$ cat src/sv/amt_window_cell.sv
// One column-sum cell of the horizontal window chain.
module amt_window_cell #(
	parameter int SUM_W = 13
) (
	input  logic             clk,
	input  logic             shift,
	input  logic [SUM_W-1:0] d,
	output logic [SUM_W-1:0] q
);
	logic [SUM_W-1:0] val_q;

	always_ff @(posedge clk) begin
		if (shift) begin
			val_q <= d;
		end
	end

	assign q = val_q;
endmodule

$ cat config.mk
export PLATFORM = sky130hd
export DESIGN_NAME = amt_window_cell
export DESIGN_NICKNAME = d
export VERILOG_FILES = /design/src/sv/amt_window_cell.sv
export SDC_FILE = /design/constraint.sdc
export NUM_CORES = 1
export LEC_CHECK = 0
export ABC_AREA = 1
export BUFFER_PORTS_ARGS = -buffer_cell sky130_fd_sc_hd__buf_2
export CAP_MARGIN = 20
export CORE_AREA = 2 2 39 41
export CTS_BUF_LIST = sky130_fd_sc_hd__clkbuf_16
export DETAILED_ROUTE_END_ITERATION = 12
export DIE_AREA = 0 0 41 43
export SKIP_CTS_REPAIR_TIMING = 1
export SYNTH_ARGS = -nofsm -noshare
export SYNTH_HDL_FRONTEND = slang
export SYNTH_SLANG_ARGS = --single-unit
$ cat constraint.sdc
create_clock -name clk -period 0.8 [get_ports clk]
set_input_delay 0.12 -clock clk [delete_from_list [all_inputs] [get_ports clk]]
set_output_delay 0.12 -clock clk [all_outputs]
set_load 0.005 [all_outputs]
==> results by stage <==
GRT:
- Entering global routing, the biggest net connects 14 pins.
- The initial antenna violation count came to 0.
- The wire length of the first global-routing pass is around 990 µm.
- The total overflow left after global routing is 0.
- The number of global-route vias before repair is 239.
- The overall track demand over capacity in global routing is 0.0994.

Clock tree:
- TritonCTS built the clock tree.
- The maximum buffer depth of the clock tree is 2.
- CTS placed an instance of clkbuf_16 at the clock tree root.
- The number of clock buffers added by TritonCTS is 3.
- For this design, the sink count on the clock tree is 13.
- After clock tree synthesis, the clock-pin slew on the worst setup and hold paths is approximately 40 ps.
- CTS built an H-tree with a depth of 1.

Route:
- The total wire length after detailed routing is around 720 µm.
- The detail route stage leaves a number of antenna-violating nets equal to 0.
- In the routed layout, each cell is associated on average with a via count of ~4.0.
- For this block, the via count after detailed routing is 242.
- The count of unresolved DRC violations after routing is 0.
- Before antenna repair, the detailed router went through 2 iterations.
- The detailed router finished its first iteration with 2 violations.
- Dividing the detail-routed wire length by the instance count gives about 12 µm.

STA:
- Setup repair after global routing could not meet its margin everywhere.
- The count of final max-slew check failures is 0.
- The achievable frequency is ~1200 MHz.
- The count of final setup violators is 13.
- The final worst-path setup slack is -60.2 ps.
- The part of the cycle the worst path needs is 1.08.
- The normalized max-slew margin is 0.809.
- The number of failing hold endpoints at the final stage was 0.
- The post-route minimum period is 860 ps.
- The transition time at the pin with the least slew margin is between 200 and 300 ps.

Floorplan:
- In this run the core area contains 14 standard-cell rows.
- The I/O pin total is 28.
- The die span in x is around 41 µm.
- The area enclosed by the die boundary is about 0.0018 mm².
- The area of the core is 0.00138 mm².
- The die span in y is ~43 µm.
- The initial utilization of the core area, before any placement, comes to 0.282.

Logic synthesis:
- The dominant synthesized flop cell is edfxtp_1.
- After synthesis, the most frequently instantiated cells are edfxtp_1 (13).
- The post-synth design cell area is approximately 390 µm².
- The distinct cell type count after synthesis is 1.
- Synthesis produced a netlist with a net count of 28.
- After synthesis, the cell types taking the most area are edfxtp_1 (100%).
- The area share of the leading cell type in the synthesized netlist is 1.00.
- The mean instance size in the synthesized netlist is 30.0 µm².
- In the post-synthesis netlist, the cell with the most instances is edfxtp_1.
- The count of mapped cells out of synthesis is 13.
- The sequential fraction of the synthesis area is 1.00.
- Counting flops with a built-in enable in the synthesized netlist gives 13.
- For this run, asynchronously set or reset flops after synthesis account for 0.
- The total number of yosys warnings is 0.
- Of all cell types, the one taking the most synthesized area is edfxtp_1.
- The synthesized flop and latch total is 13.

Power and ir drop:
- Internal power comes to ~1.5 mW.
- The leakage power of the design is approximately 0.28 nW.
- The areal power density over the cells is between 2000 and 3000 mW/mm².
- Of the total power, the share spent switching nets is 0.163.
- The sequential share of power is 0.453.
- Of the total power, the clock network draws 0.492.
- The overall power of the completed layout is 1.82 mW.
- The switching power of the nets is just under 0.3 mW.
- The part of the total power dissipated in combinational logic is 0.055.
- The worst-case IR drop observed on VDD is between 1 and 1.5 mV.

Cells and area:
- The post-layout instance area is 624 µm².
- In the final layout, the share of cells above drive strength 1 is 0.682.
- Relative to the synthesized area, the layout overhead comes to 59.9%.
- The final layout contains 60 nets.
- The utilization of the core after routing is 0.451.
- The register with the most flip-flops in the layout has 13 of them.
- The layout has 132 filler cells.
- The total inserted antenna cells is 0.
- The number of non-filler instances in the completed layout is 60.
- 0 cells are multi-input combinational gates.
- The multi-input combinational cells in the finished layout cover a total of 0 µm².

Critical path:
- In this design, the stage delay of the slowest critical-path cell is about 370 ps.
- The kind of launch point of the worst setup path is a flop.
- In this run the worst path has a maximum fanout of 1.
- Broken down by cell family, the worst path's largest delay share belongs to flip-flops.
- On the critical path, the stage with the largest delay is an instance of edfxtp_1.
- STA classifies the critical path endpoint as an output port.
- The required time at the endpoint of the critical path is approximately 680 ps.
- Traced cell by cell, the critical path runs through buf_2.
- The type of the worst setup path is flop to output port.
- Counting both buffers and inverters, the worst setup path holds a total of 1.
- For the worst setup path, the data arrival time is approximately 740 ps.

Placed design:
- In this run the tool buffered the top-level ports with 27 buffer cells.
- The total placed instance area is ~550 µm².
- The cell count after placement is 56.
- The routability-driven placement congestion ratio is around 0.56.

Job:
- Max-cap violations in this run came to 0.

Run status:
- The flow ran to the end, but the final reports show violations.
- The final reports fail on setup timing.

Hold path:
- The path class of the lowest-slack min-delay path is primary input to flop.
path summary, 6_finish.rpt:
check                 endpoint  cells past startpoint  start
worst max-delay path      q[8]                      1   q[8]
worst min-delay path      q[5]                      1   d[5]
power groups by stage:
stage / logic, mW / registers, mW / clock network [mW]
2_1_floorplan: 0 / 0.846 / 0
3_5_place_dp: 0.102 / 0.837 / 0
4_1_cts: 0.103 / 0.826 / 0.919
3_3_place_gp: 0.0993 / 0.835 / 0
6_report: 0.100 / 0.824 / 0.896
5_1_grt: 0.113 / 0.830 / 0.950
per-stage QoR:
step | setup TNS [ps] | setup slack [ps] | hold slack (ps)
global route | -921 | -93.4 | 55.8
detailed placement | 0 | 82.9 | 298
floorplan | 0 | 325 | 219
global placement | 0 | 98.3 | 299
CTS | -625 | -69.8 | 52.9
finish | -483 | -60.2 | 57.6
layout make-up:
class	count	area (µm²)	area share
flip-flops and latches	13	390	0.625
repair buffers	27	135	0.216
clock buffers	3	75.1	0.120
well taps	16	20.0	0.0321
clock inverters	1	3.75	0.00601
layout by cell type, fill, tap and decap left out, drive strengths merged:
master  Yosys  final
inv         0      1
edfxtp     13     13
buf         0     27
clkbuf      0      3
cells by family after synthesis:
family	synth area share
DFF	1.00
metal layers:
| metal | part of all wire | vias to the layer above | track usage |
|---|---|---|---|
| met5 | 0 | - | 0 |
| met4 | 0.044 | 0 | 0.140 |
| met3 | 0.093 | 4 | 0.0157 |
| met2 | 0.51 | 18 | 0.141 |
| met1 | 0.35 | 107 | 0.0962 |
| li1 | - | 113 | - |
Power figures use the tool's default switching activity.
